<file path="config.mk">
export PLATFORM = sky130hd
export DESIGN_NAME = ethernet_ipv4_header_classifier
export DESIGN_NICKNAME = d
export VERILOG_FILES = /design/src/hw/rtl/ehc_pkg.sv /design/src/hw/rtl/ethernet_ipv4_header_classifier.sv /design/src/hw/rtl/ehc_capture.sv
export SDC_FILE = /design/constraint.sdc
export NUM_CORES = 1
export LEC_CHECK = 0
export ABC_AREA = 1
export ABC_CLOCK_PERIOD_IN_PS = 6300
export BUFFER_PORTS_ARGS = -buffer_cell sky130_fd_sc_hd__buf_2
export CORE_MARGIN = 2
export CORE_UTILIZATION = 31
export DETAILED_ROUTE_END_ITERATION = 16
export PLACE_DENSITY_LB_ADDON = 0.08
export SETUP_SLACK_MARGIN = 0.2
export SLEW_MARGIN = 20
export SYNTH_ARGS = -nofsm -noshare
export SYNTH_HDL_FRONTEND = slang
export SYNTH_SLANG_ARGS = --single-unit
</file>
<file path="constraint.sdc">
create_clock -name i_clk -period 6.3 [get_ports i_clk]
set_input_delay 0.63 -clock i_clk [delete_from_list [all_inputs] [get_ports i_clk]]
set_output_delay 0.63 -clock i_clk [all_outputs]
set_load 0.03 [all_outputs]
</file>
<file path="src/hw/rtl/ehc_pkg.sv">
// shared types, codes and classification function for the header classifier
`timescale 1ns / 1ps
`default_nettype none

package ehc_pkg;

    // frame layout and type constants
    localparam logic [7:0]  ETH_HDR_LEN    = 8'd14;
    localparam logic [7:0]  IPV4_FIXED_END = 8'd34;
    localparam logic [5:0]  IPV4_MIN_HDR   = 6'd20;
    localparam logic [15:0] MIN_ETHERTYPE  = 16'd1536;
    localparam logic [15:0] TYPE_IPV4      = 16'h0800;
    localparam logic [15:0] TYPE_IPV6      = 16'h86DD;
    localparam logic [15:0] TYPE_ARP       = 16'h0806;
    localparam logic [7:0]  PROTO_ZERO     = 8'd0;
    localparam logic [7:0]  PROTO_ICMP     = 8'd1;
    localparam logic [7:0]  PROTO_TCP      = 8'd6;
    localparam logic [7:0]  PROTO_UDP      = 8'd17;
    localparam logic [8:0]  UDP_HDR_NEED   = 9'd4;
    localparam logic [8:0]  TCP_HDR_NEED   = 9'd14;
    localparam logic [7:0]  OFFSET_MAX     = 8'd255;

    // frame class codes
    typedef enum logic [3:0] {
        CLS_OTHER_LINK  = 4'd0,
        CLS_IPV6        = 4'd1,
        CLS_ARP         = 4'd2,
        CLS_OTHER_NET   = 4'd3,
        CLS_UDP         = 4'd4,
        CLS_TCP         = 4'd5,
        CLS_ICMP        = 4'd6,
        CLS_OTHER_TRANS = 4'd7,
        CLS_PROTO_ZERO  = 4'd8,
        CLS_TRUNCATED   = 4'd9
    } t_class;

    // captured header fields of one frame
    typedef struct packed {
        logic [15:0] eth_type;
        logic [5:0]  ip_hdr_bytes;
        logic [7:0]  protocol;
        logic [47:0] src_mac;
        logic [47:0] dst_mac;
        logic [31:0] src_ip;
        logic [31:0] dst_ip;
        logic [15:0] src_port;
        logic [15:0] dst_port;
        logic [1:0]  tcp_flags;
        logic [15:0] length;
    } t_hdr;

    // ipv4 header length with short ihl raised to the minimum
    function automatic logic [5:0] eff_hdr(input logic [5:0] ihb);
        eff_hdr = (ihb < IPV4_MIN_HDR) ? IPV4_MIN_HDR : ihb;
    endfunction

    // frame class from captured fields and captured byte count
    function automatic t_class classify(input t_hdr h, input logic [8:0] cnt);
        logic [8:0] l4;
        l4 = {1'b0, ETH_HDR_LEN} + {3'b000, eff_hdr(h.ip_hdr_bytes)};
        if (cnt < {1'b0, ETH_HDR_LEN}) begin
            classify = CLS_TRUNCATED;
        end else if (h.eth_type < MIN_ETHERTYPE) begin
            classify = CLS_OTHER_LINK;
        end else if (h.eth_type == TYPE_IPV6) begin
            classify = CLS_IPV6;
        end else if (h.eth_type == TYPE_ARP) begin
            classify = CLS_ARP;
        end else if (h.eth_type != TYPE_IPV4) begin
            classify = CLS_OTHER_NET;
        end else if (cnt < {1'b0, IPV4_FIXED_END}) begin
            classify = CLS_TRUNCATED;
        end else if (h.protocol == PROTO_ZERO) begin
            classify = CLS_PROTO_ZERO;
        end else if (h.protocol == PROTO_UDP) begin
            classify = (cnt < l4 + UDP_HDR_NEED) ? CLS_TRUNCATED : CLS_UDP;
        end else if (h.protocol == PROTO_TCP) begin
            classify = (cnt < l4 + TCP_HDR_NEED) ? CLS_TRUNCATED : CLS_TCP;
        end else if (h.protocol == PROTO_ICMP) begin
            classify = CLS_ICMP;
        end else begin
            classify = CLS_OTHER_TRANS;
        end
    endfunction

endpackage

`default_nettype wire

</file>
<file path="src/hw/rtl/ethernet_ipv4_header_classifier.sv">
// top level of the ethernet / ipv4 header classifier
//
// Takes a captured frame one byte per cycle unless o_in_stall is set, starting
// at the destination MAC, with the wire length on the first byte and last_byte
// set on the final one. One result item is given per frame, for its last byte:
// the class code, MAC addresses, IPv4 addresses, L4 ports, TCP SYN/FIN and the
// wire length. A byte is accepted every cycle unless stalled; it passes an input
// register, then the capture and classification logic writes the result
// register. The byte channel stalls only while a last byte waits in the input
// register behind a result that is still held.
`timescale 1ns / 1ps
`default_nettype none

module ethernet_ipv4_header_classifier (
    input  wire logic        i_clk,
    input  wire logic        i_rst_n,
    // byte channel
    input  wire logic        i_in_valid,
    output logic             o_in_stall,
    input  wire logic [7:0]  i_data_byte,
    input  wire logic        i_last_byte,
    input  wire logic [15:0] i_wire_length,
    // result channel
    output logic             o_out_valid,
    input  wire logic        i_out_stall,
    output logic [3:0]       o_class_code,
    output logic [47:0]      o_source_mac,
    output logic [47:0]      o_dest_mac,
    output logic [31:0]      o_source_ipv4,
    output logic [31:0]      o_dest_ipv4,
    output logic [15:0]      o_source_port,
    output logic [15:0]      o_dest_port,
    output logic             o_syn_seen,
    output logic             o_fin_seen,
    output logic [15:0]      o_frame_length
);
    import ehc_pkg::*;

    logic        r_in_valid;
    logic [7:0]  r_in_byte;
    logic        r_in_last;
    logic [15:0] r_in_len;
    logic        proc_go;
    logic        in_take;
    logic        res_load;
    t_hdr        hdr;
    logic [8:0]  count;
    t_class      cls;
    logic        ip_ok;
    logic        port_ok;
    logic        is_tcp;

    logic        r_out_valid;
    logic [3:0]  r_class;
    logic [47:0] r_src_mac;
    logic [47:0] r_dst_mac;
    logic [31:0] r_src_ip;
    logic [31:0] r_dst_ip;
    logic [15:0] r_src_port;
    logic [15:0] r_dst_port;
    logic        r_syn;
    logic        r_fin;
    logic [15:0] r_len;

    // flow control: a last byte waits while the result register is held
    assign proc_go    = r_in_valid && !(r_in_last && r_out_valid && i_out_stall);
    assign o_in_stall = r_in_valid && !proc_go;
    assign in_take    = i_in_valid && !o_in_stall;
    assign res_load   = proc_go && r_in_last;

    // input register
    always_ff @(posedge i_clk) begin
        if (!i_rst_n) begin
            r_in_valid <= 1'b0;
        end else if (!o_in_stall) begin
            r_in_valid <= i_in_valid;
        end
    end

    always_ff @(posedge i_clk) begin
        if (in_take) begin
            r_in_byte <= i_data_byte;
            r_in_last <= i_last_byte;
            r_in_len  <= i_wire_length;
        end
    end

    ehc_capture u_capture (
        .i_clk   (i_clk),
        .i_rst_n (i_rst_n),
        .i_en    (proc_go),
        .i_byte  (r_in_byte),
        .i_last  (r_in_last),
        .i_len   (r_in_len),
        .o_hdr   (hdr),
        .o_count (count)
    );

    // classification and field masking
    assign cls     = classify(hdr, count);
    assign ip_ok   = (cls == CLS_UDP) || (cls == CLS_TCP) || (cls == CLS_ICMP)
                  || (cls == CLS_OTHER_TRANS) || (cls == CLS_PROTO_ZERO);
    assign port_ok = (cls == CLS_UDP) || (cls == CLS_TCP);
    assign is_tcp  = (cls == CLS_TCP);

    // result register valid
    always_ff @(posedge i_clk) begin
        if (!i_rst_n) begin
            r_out_valid <= 1'b0;
        end else if (res_load) begin
            r_out_valid <= 1'b1;
        end else if (!i_out_stall) begin
            r_out_valid <= 1'b0;
        end
    end

    // result register payload
    always_ff @(posedge i_clk) begin
        if (res_load) begin
            r_class    <= cls;
            r_src_mac  <= hdr.src_mac;
            r_dst_mac  <= hdr.dst_mac;
            r_src_ip   <= ip_ok ? hdr.src_ip : 32'd0;
            r_dst_ip   <= ip_ok ? hdr.dst_ip : 32'd0;
            r_src_port <= port_ok ? hdr.src_port : 16'd0;
            r_dst_port <= port_ok ? hdr.dst_port : 16'd0;
            r_syn      <= is_tcp && hdr.tcp_flags[1];
            r_fin      <= is_tcp && (hdr.tcp_flags == 2'b01);
            r_len      <= hdr.length;
        end
    end

    assign o_out_valid    = r_out_valid;
    assign o_class_code   = r_class;
    assign o_source_mac   = r_src_mac;
    assign o_dest_mac     = r_dst_mac;
    assign o_source_ipv4  = r_src_ip;
    assign o_dest_ipv4    = r_dst_ip;
    assign o_source_port  = r_src_port;
    assign o_dest_port    = r_dst_port;
    assign o_syn_seen     = r_syn;
    assign o_fin_seen     = r_fin;
    assign o_frame_length = r_len;

endmodule

`default_nettype wire

</file>
<file path="src/hw/rtl/ehc_capture.sv">
// byte offset tracking and header field capture for one frame at a time
`timescale 1ns / 1ps
`default_nettype none

module ehc_capture (
    input  wire logic          i_clk,
    input  wire logic          i_rst_n,
    input  wire logic          i_en,
    input  wire logic [7:0]    i_byte,
    input  wire logic          i_last,
    input  wire logic [15:0]   i_len,
    output ehc_pkg::t_hdr      o_hdr,
    output logic [8:0]         o_count
);
    import ehc_pkg::*;

    logic [7:0] r_off;
    logic [7:0] n_off;
    t_hdr       r_hdr;
    t_hdr       n_hdr;
    logic [7:0] l4;
    logic [7:0] rel;

    // fields after this byte, cleared at frame start
    always_comb begin
        n_hdr = r_hdr;
        if (r_off == 8'd0) begin
            n_hdr        = '0;
            n_hdr.length = i_len;
        end
        case (r_off)
            8'd0:  n_hdr.dst_mac[47:40] = i_byte;
            8'd1:  n_hdr.dst_mac[39:32] = i_byte;
            8'd2:  n_hdr.dst_mac[31:24] = i_byte;
            8'd3:  n_hdr.dst_mac[23:16] = i_byte;
            8'd4:  n_hdr.dst_mac[15:8]  = i_byte;
            8'd5:  n_hdr.dst_mac[7:0]   = i_byte;
            8'd6:  n_hdr.src_mac[47:40] = i_byte;
            8'd7:  n_hdr.src_mac[39:32] = i_byte;
            8'd8:  n_hdr.src_mac[31:24] = i_byte;
            8'd9:  n_hdr.src_mac[23:16] = i_byte;
            8'd10: n_hdr.src_mac[15:8]  = i_byte;
            8'd11: n_hdr.src_mac[7:0]   = i_byte;
            8'd12, 8'd13: n_hdr.eth_type = {n_hdr.eth_type[7:0], i_byte};
            8'd14: n_hdr.ip_hdr_bytes = {i_byte[3:0], 2'b00};
            8'd23: n_hdr.protocol = i_byte;
            8'd26, 8'd27, 8'd28, 8'd29: n_hdr.src_ip = {n_hdr.src_ip[23:0], i_byte};
            8'd30, 8'd31, 8'd32, 8'd33: n_hdr.dst_ip = {n_hdr.dst_ip[23:0], i_byte};
            default: ;
        endcase
        // l4 header fields, relative to the end of the ipv4 header
        l4  = ETH_HDR_LEN + {2'b00, eff_hdr(n_hdr.ip_hdr_bytes)};
        rel = r_off - l4;
        if (r_off >= IPV4_FIXED_END && r_off >= l4) begin
            if (rel < 8'd2) begin
                n_hdr.src_port = {n_hdr.src_port[7:0], i_byte};
            end else if (rel < 8'd4) begin
                n_hdr.dst_port = {n_hdr.dst_port[7:0], i_byte};
            end else if (rel == 8'd13) begin
                n_hdr.tcp_flags = i_byte[1:0];
            end
        end
    end

    // offset advances and saturates, last byte restarts the frame
    always_comb begin
        if (i_last) begin
            n_off = 8'd0;
        end else if (r_off == OFFSET_MAX) begin
            n_off = OFFSET_MAX;
        end else begin
            n_off = r_off + 8'd1;
        end
    end

    always_ff @(posedge i_clk) begin
        if (!i_rst_n) begin
            r_off <= 8'd0;
        end else if (i_en) begin
            r_off <= n_off;
        end
    end

    // captured fields
    always_ff @(posedge i_clk) begin
        if (!i_rst_n) begin
            r_hdr <= '0;
        end else if (i_en) begin
            r_hdr <= n_hdr;
        end
    end

    assign o_hdr   = n_hdr;
    assign o_count = {1'b0, r_off} + 9'd1;

endmodule

`default_nettype wire

</file>
Yosys cells after proc, flatten, opt, wreduce, memory -nomap -nowiden
Index checks and enable logic that the tools add are counted.

storage, ports and cells
  flip-flop bits (word level) = 489
  bits of input ports = 29
  logic and storage cells = 144

cells by class
  add/sub/neg operators = 7
  order comparisons = 10
  equality and inequality tests = 38
  multiplexer cells = 41
  reductions and logical operators = 21

operator list
  operator                                                  count
  2-to-1 mux 240 bit                                        1
  2-to-1 mux 8 bit                                          15
  == test 8 x 4 -> 1 bit (second input constant)            8
  == test 8 x 5 -> 1 bit (second input constant)            8
  2-to-1 mux 32 bit                                         2
  2-to-1 mux 16 bit                                         3
  2-to-1 mux 4 bit                                          11
  == test 8 x 3 -> 1 bit (second input constant)            5
  2-to-1 mux 34 bit                                         1
  < comparator 9 x 8 -> 1 bit                               2
  2-to-1 mux 18 bit                                         1
  == test 16 x 12 -> 1 bit (second input constant)          1
  == test 16 bit (second input constant)                    1
  == test 4 x 3 -> 1 bit (second input constant)            4
  == test 8 x 1 -> 1 bit (second input constant)            2
  == test 8 x 2 -> 1 bit (second input constant)            2
  == test 8 x 6 -> 1 bit (second input constant)            2
  zero test 8 bit                                           2
  < comparator 16 x 11 -> 1 bit (second input constant)     1
  inequality test 16 x 12 -> 1 bit (second input constant)  1
  adder 4 x 6 -> 7 bit (first input constant)               2
  2-to-1 mux 6 bit                                          2
  adder 8 x 1 -> 9 bit (second input constant)              1
  logical AND 1 bit                                         9
  21 further kinds                                          30

Depth between registers and ports, before layout
Gate-level depths: netlist of run 1.

  depth in word-level cells = 23
  mapped depth = 35

Cells and area by module
Synthesis of run 1 repeated with hierarchy kept, for this count alone.

second synthesis, totals
  cells, all modules = 2846
  area total of the unflattened synthesis = 23542.6 µm²

modules (own cells, without submodules)
  module                           instances  cells an instance  area each (µm²)  sequential area each (µm²)
  ehc_capture                      1          2185               13989.7          4964.8
  ethernet_ipv4_header_classifier  1          661                9552.9           7216.9

Least setup slack after synthesis of run 1
Ideal clock, no wire load.

  kind = input -> register
  start point = input port i_out_stall
  end point = register r_class[0] (netlist: o_class_code[0]) (enable)
  data arrival time = 5943 ps
  setup slack = -208 ps
  cell stages on the path = 8
  path buffers = 3
  path through = nand3_1 > nand2_1 > clkbuf_1 > inv_1 > clkbuf_1 > clkbuf_1 > nand2_1 > inv_1

on the way
  cells in the longest elaborated chain, start to end = 4

RTL lines
  element               line                                    RTL
  start, declared       ethernet_ipv4_header_classifier.sv:25   input wire logic i_out_stall,
  logical AND 1 bit     ethernet_ipv4_header_classifier.sv:66   assign proc_go = r_in_valid && !(r_in_last && r_out_valid && i_out_stall);
  zero test 1 bit       ethernet_ipv4_header_classifier.sv:66
  logical AND 1 bit     ethernet_ipv4_header_classifier.sv:66
  logical AND 1 bit     ethernet_ipv4_header_classifier.sv:69   assign res_load = proc_go && r_in_last;
  named net res_load    ethernet_ipv4_header_classifier.sv:45   logic res_load;
  end signal, assigned  ethernet_ipv4_header_classifier.sv:120  r_class <= cls;
  end, declared         ethernet_ipv4_header_classifier.sv:54   logic [3:0] r_class;

The timed path passes the listed nets, and every way through them passes these cells.
A chain may end at the register's enable or synchronous reset.

Worst setup path after layout of run 1
  start point = register u_capture.r_off[1]
  end point = register r_dst_ip[9] (netlist: o_dest_ipv4[9]), data pin

on the way
  cells in the longest elaborated chain, start to end = 23
  elaborated cells on any way between the ends = 55
  those cells by class = 4 x add/sub; 6 x order compare; 19 x eq/ne; 18 x mux; 8 x reduce/logical

RTL lines
  element                        line                                    RTL
  start, declared                ehc_capture.sv:17                       logic [7:0] r_off;
  start signal, assigned         ehc_capture.sv:80                       r_off <= n_off;
  zero test 8 bit                ehc_capture.sv:27                       if (r_off == 8'd0) begin
  2-to-1 mux 240 bit             ehc_capture.sv:27
  2-to-1 mux 6 bit               ehc_capture.sv:31                       case (r_off)
  < comparator 6 x 5 -> 1 bit    ehc_pkg.sv:54                           eff_hdr = (ihb < IPV4_MIN_HDR) ? IPV4_MIN_HDR : ihb;
  2-to-1 mux 6 bit               ehc_pkg.sv:54
  adder 4 x 6 -> 7 bit           ehc_pkg.sv:60                           l4 = {1'b0, ETH_HDR_LEN} + {3'b000, eff_hdr(h.ip_hdr_bytes)};
  adder 7 x 4 -> 8 bit           ehc_pkg.sv:78                           classify = (cnt < l4 + TCP_HDR_NEED) ? CLS_TRUNCATED : CLS_TCP;
  < comparator 9 x 8 -> 1 bit    ehc_pkg.sv:78
  [... 5 more ...]               --
  2-to-1 mux 4 bit               ehc_pkg.sv:69                           end else if (h.eth_type != TYPE_IPV4) begin
  2-to-1 mux 4 bit               ehc_pkg.sv:67                           end else if (h.eth_type == TYPE_ARP) begin
  2-to-1 mux 4 bit               ehc_pkg.sv:65                           end else if (h.eth_type == TYPE_IPV6) begin
  2-to-1 mux 4 bit               ehc_pkg.sv:63                           end else if (h.eth_type < MIN_ETHERTYPE) begin
  2-to-1 mux 4 bit               ehc_pkg.sv:61                           if (cnt < {1'b0, ETH_HDR_LEN}) begin
  == test 4 x 3 -> 1 bit         ethernet_ipv4_header_classifier.sv:101  assign ip_ok = (cls == CLS_UDP) || (cls == CLS_TCP) || (cls == CLS_ICMP)
  logical OR 1 bit (2 in a row)  ethernet_ipv4_header_classifier.sv:101
  logical OR 1 bit (2 in a row)  ethernet_ipv4_header_classifier.sv:102  || (cls == CLS_OTHER_TRANS) || (cls == CLS_PROTO_ZERO);
  end signal, assigned           ethernet_ipv4_header_classifier.sv:124  r_dst_ip <= ip_ok ? hdr.dst_ip : 32'd0;
  end, declared                  ethernet_ipv4_header_classifier.sv:58   logic [31:0] r_dst_ip;

Several ways; a longest one is shown, not always the timed one.

==> run_results.csv, run 1 <==
group,metric,value,unit
yosys,synth.cell_area,22200,sq um
detailed_routing,final_antenna_net_count,0,
cells_and_area,final_nets,2871,
yosys,syn_inst,2642,
yosys,register_area_share_after_synthesis,54.8,%
clock_tree,tritoncts_clock_tree,"done",
timing,setup_total_negative_slack,0,ps
detailed_routing,routed_wl,67800,microns
timing,maxClockFrequency,0.182,GHz
critical_path,critPathArrivalTime,5850,ps
global_route,largest_net_degree_at_the_start_of_global_routing,103,
floorplanning,starting_density_of_the_core,31.2,%
pwr,p_comb_share,7.3,%
floorplanning,die_width,272,microns
cells_and_area,multi_input_combinational_cell_area,7760,sq um
min_path,whs_path_depth,1,
clock_tree,cts_buffers,58,
floorplanning,core.rowCount,98,
yosys,synth.yosys.warnings,0,
outcome,run_status,"finished, final reports clean",
placed_design,post-place-cells,3693,
timing,timing.final.setup_violations,0,
clock_tree,cts_hold_buf,0,
clock_tree,clock_path_buffers,3,
yosys,synth_enable_flop_cells,239,
detailed_routing,vias,18300,
critical_path,worstSetupPathDepth,33,
yosys,synthDistinctLibCells,36,
pwr,share_seq_of_total_power,47.7,%
pwr,clock_power_share,45.0,%
yosys,synth-main-ff-cell,"sky130_fd_sc_hd__dfxtp_1",
floorplanning,design.portCount,245,
critical_path,cp_top_delay_family,"simple AND/OR/NAND/NOR gates",
detailed_routing,initialDrtViolationCount,1213,
critical_path,worst_ep_required_time,6640,ps
cells_and_area,fillers,7317,
timing,min_period,5500,ps
yosys,ys_ff_latch,489,
clock_tree,cts_num_sinks,489,
pwr,cellLeakagePower,11.5,nW
floorplanning,die_area,73800,sq um
placed_design,globalplace.congestion,0.865,
pwr,switching_share,24.3,%
yosys,post-synth-top-count-cell,"sky130_fd_sc_hd__inv_1",
global_route,overflow,0,
timing,slew-limit-headroom,23.6,%
cells_and_area,utilization,36.9,%
placed_design,detailedPlacementHpwl,42200,microns
detailed_routing,detail_route.drc_violations,0,
global_route,first_global_vias,17200,
clock_tree,worstSkewPairLatency,620,ps
yosys,asyncSetResetFlopFracSynth,0,%
placed_design,place.port_buffers,244,
yosys,yosys.area.top_type_share,32.3,%
critical_path,timing.critical_path.fanout_max,34,
clock_tree,ctsRootBufferMaster,"sky130_fd_sc_hd__clkbuf_16",
yosys,synth.area.top_cells,"sky130_fd_sc_hd__edfxtp_1, sky130_fd_sc_hd__dfxtp_1, sky130_fd_sc_hd__o21ai_0, sky130_fd_sc_hd__inv_1, sky130_fd_sc_hd__nor2_1",
floorplanning,fp.coreArea,71200,sq um
critical_path,critPathBufInv,4,
yosys,post-synth-top-area-cell,"sky130_fd_sc_hd__edfxtp_1",
critical_path,worst_setup_path_start_kind,"register",
min_path,hp-class,"in -> reg",
timing,finalWorstSetupSlack,800,ps
global_route,grt_use_total,17.9,%
flow_run,drv.max_cap_violation_count,0,
pwr,power.ir.vdd_worst,0.214,mV
cells_and_area,post-route-cell-area,26300,sq um
critical_path,worst_setup_path_end_kind,"register",
placed_design,dp_worst_setup_slack,530,ps
timing,final_hold_viol_count,0,
pwr,cellPowerDensity,281,nW/um^2
clock_tree,cts_htree_levels,2,
timing,rsz_0062_raised_after_global_routing,"no",
clock_tree,cts.clk_slew.worst_paths,60,ps
cells_and_area,final_cell_count_no_fill,3807,
critical_path,worst_path_most_repeated_cell,"sky130_fd_sc_hd__nand2_1",
placed_design,place_area,24300,sq um
timing,clock_skew,33.4,ps
timing,final_min_period_over_clock_period,87.3,%
detailed_routing,vias_per_cell,4.81,
critical_path,critPathKind,"reg -> reg",
cells_and_area,seq_area,12200,sq um
cells_and_area,area_delta_synth_final,18.1,%
global_route,grt_first_pass_wirelength,103000,microns
global_route,antenna_violations_before_repair,3,
timing,slew_violations,0,
detailed_routing,drt_first_pass_iters,5,
critical_path,cp_slowest_stage_delay,460,ps
yosys,synth.avg_cell_area,8.41,sq um
critical_path,worst_case_reg_to_reg_path_depth,33,
floorplanning,die_y,272,microns
pwr,power_switching,0.00180,W
yosys,ys_top_cells_by_count,"sky130_fd_sc_hd__inv_1, sky130_fd_sc_hd__o21ai_0, sky130_fd_sc_hd__nor2_1, sky130_fd_sc_hd__nand2_1, sky130_fd_sc_hd__dfxtp_1",
cells_and_area,final_layout_size_suffix_gt1_share,14.2,%
detailed_routing,route.detailed.wl_per_inst,17.8,microns
critical_path,slowest_stage,"sky130_fd_sc_hd__dfxtp_1",
pwr,internal_power_component,0.00559,W
timing,tightest_slew,1150,ps
## cells in the final DEF, fill, tap and decap left out, drive strengths merged, types with 2 or more instances in the layout
| master | synthesis | final |
|---|---|---|
| a31oi | 43 | 43 |
| nor2 | 322 | 322 |
| o211ai | 89 | 89 |
| nor3b | 15 | 15 |
| nand2 | 291 | 291 |
| nand3 | 168 | 169 |
| o21a | 2 | 2 |
| clkinv | 0 | 14 |
| clkinvlp | 0 | 2 |
| o21ai | 364 | 364 |
| bufinv | 0 | 5 |
| nand3b | 2 | 2 |
| buf | 39 | 281 |
| ha | 32 | 32 |
| nand4 | 10 | 10 |
| xor2 | 4 | 4 |
| o31ai | 2 | 2 |
| edfxtp | 239 | 239 |
| conb | 1 | 2 |
| xnor2 | 3 | 3 |
| dfxtp | 250 | 250 |
| inv | 436 | 436 |
| clkbuf | 137 | 86 |
| nor3 | 56 | 56 |
| and2 | 2 | 2 |
| a21oi | 133 | 133 |
## per-layer routing
metal	global-route usage [%]	part of all wire [%]
met5	0	0.019
met2	30.1	48
met4	4.58	2.1
met3	2.61	4.4
met1	24.0	45
## worst paths after layout
path	slack, ps	to	startpoint
worst max-delay path	800	o_dest_ipv4[9]	u_capture.r_off[1]
worst min-delay path	210	r_in_len[2]	i_wire_length[2]
worst max register to register	800	o_dest_ipv4[9]	u_capture.r_off[1]
worst min register to register	470	u_capture.r_hdr[219]	u_capture.r_hdr[219]
## power groups by stage
| stage | combinational, W | clock (W) | sequential (W) |
|---|---|---|---|
| global placement | 0.000534 | 0 | 0.00359 |
| global route | 0.000608 | 0.00355 | 0.00354 |
| finish | 0.000540 | 0.00332 | 0.00353 |
| floorplan | 0.000306 | 0 | 0.00365 |
| detailed placement | 0.000545 | 0 | 0.00359 |
| CTS | 0.000547 | 0.00343 | 0.00353 |
## worst register-to-register path, delay by kind of cell, from the launching register on
kind	cells	cell delay (ps)
buffers and inverters	4	580
XOR/XNOR	2	470
AND/OR/NAND/NOR	19	2070
AO/OA/AOI/OAI	4	610
adder cells (fa/ha/maj)	4	1070
flip-flops	1	460
## state kept, by name, indices dropped and copies added (netlist names)
register         flops
r_in_len            16
o_fin_seen           1
r_in_byte            8
o_class_code         4
o_source_mac        48
o_syn_seen           1
r_in_last            1
o_dest_ipv4         32
r_in_valid           1
o_dest_mac          48
u_capture.r_hdr    240
o_out_valid          1
o_source_ipv4       32
u_capture.r_off      8
o_dest_port         16
o_source_port       16
o_frame_length      16
## timing repair
action,CTS,global route
buffers inserted,0,4
gates resized for setup,0,4
endpoints found under the setup margin,0,114
## cells by family after synthesis
| kind of cell | after synthesis | synth area share [%] |
|---|---|---|
| AOI/OAI and AO/OA | 634 | 15.7 |
| DFF | 489 | 54.8 |
| adders and majority gates | 33 | 1.89 |
| xor gates and xnor gates | 7 | 0.276 |
| and+or+nand+nor | 866 | 16.6 |
| other | 1 | 0.0169 |
| buffers and inverters | 612 | 10.6 |
## final cells by class
class,count,share of cell area [%]
flip-flops and latches,489,46.4
multi-input cells,1543,29.6
inverters,436,6.29
clock buffers,86,6.20
repair buffers,281,6.10
well taps,950,4.53
clock inverters,21,0.906
diodes,1,0.00953
## stage by stage
| step | hold slack (ps) | total power, W |
|---|---|---|
| floorplan | 446 | 0.00395 |
| global placement | 465 | 0.00413 |
| detailed placement | 461 | 0.00414 |
| CTS | 169 | 0.00751 |
| global route | 173 | 0.00770 |
| finish | 210 | 0.00739 |
No activity file was read; power rests on OpenSTA's default activity.
==> run 2: changes to the inputs <==
- REMOVE_ABC_BUFFERS: unset -> 1
==> run_results.csv, run 2 (same netlist as run 1, synthesis figures left out) <==
group,metric,value,unit
pwr,power_switching,0.00182,W
critical_path,worst_setup_path_start_kind,"register",
pwr,cellLeakagePower,11.5,nW
timing,slew-limit-headroom,29.5,%
critical_path,critPathArrivalTime,5680,ps
detailed_routing,vias_per_cell,4.77,
global_route,first_global_vias,17400,
cells_and_area,n_antenna_cell,0,
global_route,grt_first_pass_wirelength,103000,microns
clock_tree,ctsRootBufferMaster,"sky130_fd_sc_hd__clkbuf_16",
critical_path,critPathKind,"reg -> reg",
timing,timing.final.setup_violations,0,
min_path,hold_path.startpoint,"i_data_byte[2]",
clock_tree,worstSkewPairLatency,610,ps
floorplanning,fp.coreArea,71200,sq um
cells_and_area,mostFrequentLayoutCell,"sky130_fd_sc_hd__inv_1",
clock_tree,cts_buffers,56,
global_route,overflow,0,
detailed_routing,detail_route.drc_violations,0,
critical_path,slowest_stage,"sky130_fd_sc_hd__xor2_1",
cells_and_area,final_nets,2855,
timing,clock_skew,13.4,ps
floorplanning,core.rowCount,98,
critical_path,cp_slowest_stage_delay,390,ps
cells_and_area,area_delta_synth_final,17.6,%
clock_tree,cts.clk_slew.worst_paths,60,ps
global_route,largest_net_degree_at_the_start_of_global_routing,176,
global_route,antenna_violations_before_repair,2,
global_route,grt_use_total,17.7,%
detailed_routing,initialDrtViolationCount,1248,
placed_design,globalplace.congestion,0.803,
min_path,hp-class,"in -> reg",
clock_tree,tritoncts_clock_tree,"done",
clock_tree,clock_path_buffers,3,
pwr,switching_share,24.5,%
pwr,cellPowerDensity,285,nW/um^2
timing,finalWorstSetupSlack,954,ps
placed_design,dp_worst_setup_slack,821,ps
clock_tree,cts_hold_buf,0,
cells_and_area,utilization,36.7,%
critical_path,r2r_start,"u_capture.r_off[7]",
timing,min_period,5350,ps
timing,slew_violations,0,
critical_path,timing.critical_path.fanout_max,64,
critical_path,critPathBufInv,2,
critical_path,worstSetupStartpoint,"u_capture.r_off[7]",
pwr,clock_power_share,45.6,%
detailed_routing,routed_wl,66600,microns
timing,rsz_0062_raised_after_global_routing,"no",
detailed_routing,route.detailed.wl_per_inst,17.6,microns
cells_and_area,most-common-layout-cells,"sky130_fd_sc_hd__inv_1, sky130_fd_sc_hd__o21ai_0, sky130_fd_sc_hd__nor2_1",
timing,maxClockFrequency,0.187,GHz
clock_tree,cts_htree_levels,2,
floorplanning,design.portCount,245,
critical_path,worst_ep_required_time,6640,ps
detailed_routing,vias,18100,
pwr,p_comb_share,7.0,%
pwr,internal_power_component,0.00563,W
floorplanning,die_y,272,microns
outcome,run_status,"finished, final reports clean",
cells_and_area,flip_flop_count_of_the_largest_register_all_copies_and_words_added,240,
floorplanning,starting_density_of_the_core,31.2,%
floorplanning,die_area,73800,sq um
pwr,power.ir.vdd_worst,0.188,mV
detailed_routing,final_antenna_net_count,0,
clock_tree,cts_num_sinks,489,
critical_path,worst_setup_path_end_kind,"register",
placed_design,detailedPlacementHpwl,39700,microns
floorplanning,die_width,272,microns
critical_path,worst_path_most_repeated_cell,"sky130_fd_sc_hd__nor2_1",
cells_and_area,final_layout_size_suffix_gt1_share,13.9,%
detailed_routing,drt_first_pass_iters,5,
placed_design,place.port_buffers,244,
cells_and_area,registers.top_by_ff_count,"u_capture.r_hdr",
timing,tightest_slew,1060,ps
flow_run,drv.max_cap_violation_count,0,
pwr,share_seq_of_total_power,47.4,%
critical_path,cp_top_delay_family,"simple AND/OR/NAND/NOR gates",
timing,final_hold_viol_count,0,
timing,final_min_period_over_clock_period,84.9,%
## run 2: repair_timing
action | in CTS | in global routing
resized for setup | 0 | 1
setup buffers | 0 | 1
setup endpoints to repair | 0 | 78
## run 2: power by group through the flow
stage / logic (W) / clock network [W] / registers, W
2_1_floorplan: 0.000299 / 0 / 0.00365
3_3_place_gp: 0.000517 / 0 / 0.00360
3_5_place_dp: 0.000529 / 0 / 0.00360
4_1_cts: 0.000531 / 0.00352 / 0.00353
5_1_grt: 0.000591 / 0.00363 / 0.00354
6_report: 0.000521 / 0.00340 / 0.00353
## run 2: metrics by stage
stage / area (sq um) / total power [W] / setup TNS (ps) / hold slack (ps) / cells
3_5_place_dp: 24200 / 0.00413 / 0 / 467 / 3684
5_1_grt: 26100 / 0.00777 / 0 / 162 / 3790
3_3_place_gp: 24200 / 0.00411 / 0 / 458 / 3684
2_1_floorplan: 21500 / 0.00395 / -2057840 / 446 / 2467
4_1_cts: 26100 / 0.00758 / 0 / 157 / 3789
6_report: 26100 / 0.00746 / 0 / 196 / 3790
## run 2: cell type report
type                    count  area (sq um)
clock inverters            34           384
well taps                 950          1190
inverters                 436          1660
repair buffers            268          1450
clock buffers              71          1520
multi-input cells        1542          7750
fillers                  7285         45100
flip-flops and latches    489         12200
## run 2: worst paths after layout
kind / endpoint / slack [ps] / cells after the start
worst max-delay path: o_source_ipv4[13] / 950 / 27
worst max register to register: o_source_ipv4[13] / 950 / 27
worst min register to register: u_capture.r_hdr[219] / 480 / 2
worst min-delay path: r_in_byte[2] / 200 / 1
## run 2: routing by layer
layer  up-vias  share of wire (%)  GRT usage, %
li1       9061                  -             -
met1      8521                 45          23.3
met2       383                 48          29.6
met3       104                4.2          2.89
met4         0                2.8          5.45
met5         -                  0             0
==> run 3: changes to the inputs <==
- ABC_CLOCK_PERIOD_IN_PS: 6300 -> 4680
- clock period: 6.3 -> 4.68 ns (I/O delays scaled with it)
==> run_results.csv, run 3 (same netlist as run 1, synthesis figures left out) <==
group,metric,value,unit
outcome,run_status,"finished, final reports clean",
detailed_routing,drt_first_pass_iters,5,
clock_tree,cts_num_sinks,489,
timing,min_period,4320,ps
clock_tree,cts_buffers,57,
floorplanning,design.portCount,245,
detailed_routing,vias,18600,
cells_and_area,final_layout_size_suffix_gt1_share,19.5,%
critical_path,critPathArrivalTime,4660,ps
critical_path,worst_setup_path_start_kind,"register",
placed_design,globalplace.congestion,0.823,
timing,final_min_period_over_clock_period,92.2,%
pwr,cellPowerDensity,357,nW/um^2
pwr,power.ir.vdd_worst,0.278,mV
floorplanning,die_y,272,microns
clock_tree,worstSkewPairLatency,620,ps
pwr,post-layout-total-power,0.00985,W
timing,finalWorstSetupSlack,363,ps
placed_design,dp_worst_setup_slack,-249,ps
clock_tree,clock_path_buffers,3,
cells_and_area,flip_flop_count_of_the_largest_register_all_copies_and_words_added,240,
timing,slew-limit-headroom,29.7,%
critical_path,worst_ep_required_time,5030,ps
clock_tree,ctsRootBufferMaster,"sky130_fd_sc_hd__clkbuf_16",
cells_and_area,area_delta_synth_final,24.1,%
timing,slew_violations,0,
critical_path,r2r_path_end,"o_source_ipv4[15]",
global_route,grt_use_total,17.9,%
detailed_routing,detail_route.drc_violations,0,
critical_path,timing.critical_path.fanout_max,7,
cells_and_area,most-common-layout-cells,"sky130_fd_sc_hd__inv_1, sky130_fd_sc_hd__o21ai_0, sky130_fd_sc_hd__nor2_1",
detailed_routing,vias_per_cell,4.80,
global_route,overflow,0,
placed_design,place.port_buffers,244,
global_route,antenna_violations_before_repair,1,
floorplanning,fp.coreArea,71200,sq um
floorplanning,die_area,73800,sq um
critical_path,cp_slowest_stage_delay,330,ps
timing,tightest_slew,1050,ps
critical_path,worst_case_reg_to_reg_path_depth,32,
placed_design,detailedPlacementHpwl,40800,microns
critical_path,slowest_stage,"sky130_fd_sc_hd__dfxtp_2",
critical_path,r2r_start,"u_capture.r_off[3]",
critical_path,worst_setup_path_end_kind,"register",
pwr,cellLeakagePower,12.0,nW
global_route,first_global_vias,17800,
cells_and_area,mostFrequentLayoutCell,"sky130_fd_sc_hd__inv_1",
critical_path,worst_path_most_repeated_cell,"sky130_fd_sc_hd__nand2_2",
floorplanning,starting_density_of_the_core,31.2,%
min_path,hold_path.startpoint,"i_wire_length[8]",
timing,timing.final.setup_violations,0,
global_route,largest_net_degree_at_the_start_of_global_routing,175,
clock_tree,tritoncts_clock_tree,"done",
critical_path,critPathCapture,"o_source_ipv4[15]",
cells_and_area,n_antenna_cell,0,
min_path,hp-class,"in -> reg",
detailed_routing,final_antenna_net_count,0,
timing,final_hold_viol_count,0,
cells_and_area,registers.top_by_ff_count,"u_capture.r_hdr",
cells_and_area,final_nets,2933,
timing,clock_skew,24.4,ps
critical_path,reg2reg_setup_slack,360,ps
critical_path,critPathKind,"reg -> reg",
critical_path,worstSetupStartpoint,"u_capture.r_off[3]",
timing,rsz_0062_raised_after_global_routing,"yes",
detailed_routing,initialDrtViolationCount,1125,
flow_run,drv.max_cap_violation_count,0,
detailed_routing,route.detailed.wl_per_inst,17.8,microns
clock_tree,cts.clk_slew.worst_paths,60,ps
global_route,grt_first_pass_wirelength,104000,microns
detailed_routing,routed_wl,68700,microns
floorplanning,core.rowCount,98,
floorplanning,die_width,272,microns
clock_tree,cts_htree_levels,2,
timing,maxClockFrequency,0.232,GHz
==> run 3: cell types whose count changed in the layout (fill, tap and decap cells not counted), moves of 11 or more <==
cell	previous run	this run
sky130_fd_sc_hd__o21ai_0	355	323
sky130_fd_sc_hd__a21oi_2	9	50
sky130_fd_sc_hd__o21ai_2	1	13
sky130_fd_sc_hd__buf_4	21	53
sky130_fd_sc_hd__o21ai_1	7	25
sky130_fd_sc_hd__dlygate4sd3_1	0	11
sky130_fd_sc_hd__a21oi_1	123	79
==> run 3: cell type report <==
type / count / area [sq um]
inverters: 436 / 1660
fillers: 7149 / 43700
multi-input cells: 1542 / 8250
flip-flops and latches: 489 / 12200
clock inverters: 26 / 239
well taps: 950 / 1190
clock buffers: 82 / 1590
repair buffers: 345 / 2470
==> run 3: where the power goes <==
| part | internal, W | total [W] | leakage [nW] | switching, W |
|---|---|---|---|---|
| combinational | 0.000208 | 0.000740 | 6.78 | 0.000533 |
| clock | 0.00253 | 0.00436 | 0.882 | 0.00183 |
| sequential | 0.00466 | 0.00475 | 4.35 | 0.0000839 |
| total | 0.00740 | 0.00985 | 12.0 | 0.00244 |
==> run 3: critical path: cells and delay by family (launching register included) <==
kind            cells  cell delay, ps
buf+inv             7             800
flops               1             330
xor+xnor            1             160
simple gates       17            1730
compound gates      4             420
fa+ha+maj           3             610
==> run 3: worst min path at each step <==
stage	cells after the start	slack [ps]	end
4_1_cts	1	0.5	r_in_len[8]
3_5_place_dp	2	460	u_capture.r_hdr[219]
5_1_grt	1	7	r_in_len[12]
3_3_place_gp	2	450	u_capture.r_hdr[219]
2_1_floorplan	2	450	u_capture.r_hdr[219]
6_report	1	40	r_in_len[8]
==> run 3: metrics by stage <==
| step | util [%] | TNS (ps) | cells | instance area (sq um) | hold WS [ps] |
|---|---|---|---|---|---|
| 2_1_floorplan | - | -2848500 | 2467 | 21500 | 446 |
| 5_1_grt | 38.7 | 0 | 3870 | 27600 | 6.54 |
| 4_1_cts | 37.5 | 0 | 3847 | 26700 | 0.457 |
| 6_report | 38.7 | 0 | 3870 | 27600 | 39.4 |
| 3_3_place_gp | 34.4 | 0 | 3715 | 24500 | 455 |
| 3_5_place_dp | 34.4 | -11590 | 3715 | 24500 | 462 |
==> run 3: repair_timing <==
action | 4_1_cts | 5_1_grt
hold buffers | 11 | 0
buffers inserted | 11 | 12
cloned | 2 | 11
endpoints found under the setup margin | 101 | 135
pin swaps | 10 | 30
resized for setup | 24 | 160
endpoints found under the hold margin | 11 | 0
==> run 3: per-layer routing <==
layer / wire, microns / up-vias / track usage (%)
met5: 0 / - / 0
met4: 2020 / 0 / 5.97
met3: 2670 / 102 / 2.92
met2: 32900 / 341 / 30.2
met1: 31100 / 8901 / 23.2
li1: - / 9233 / -
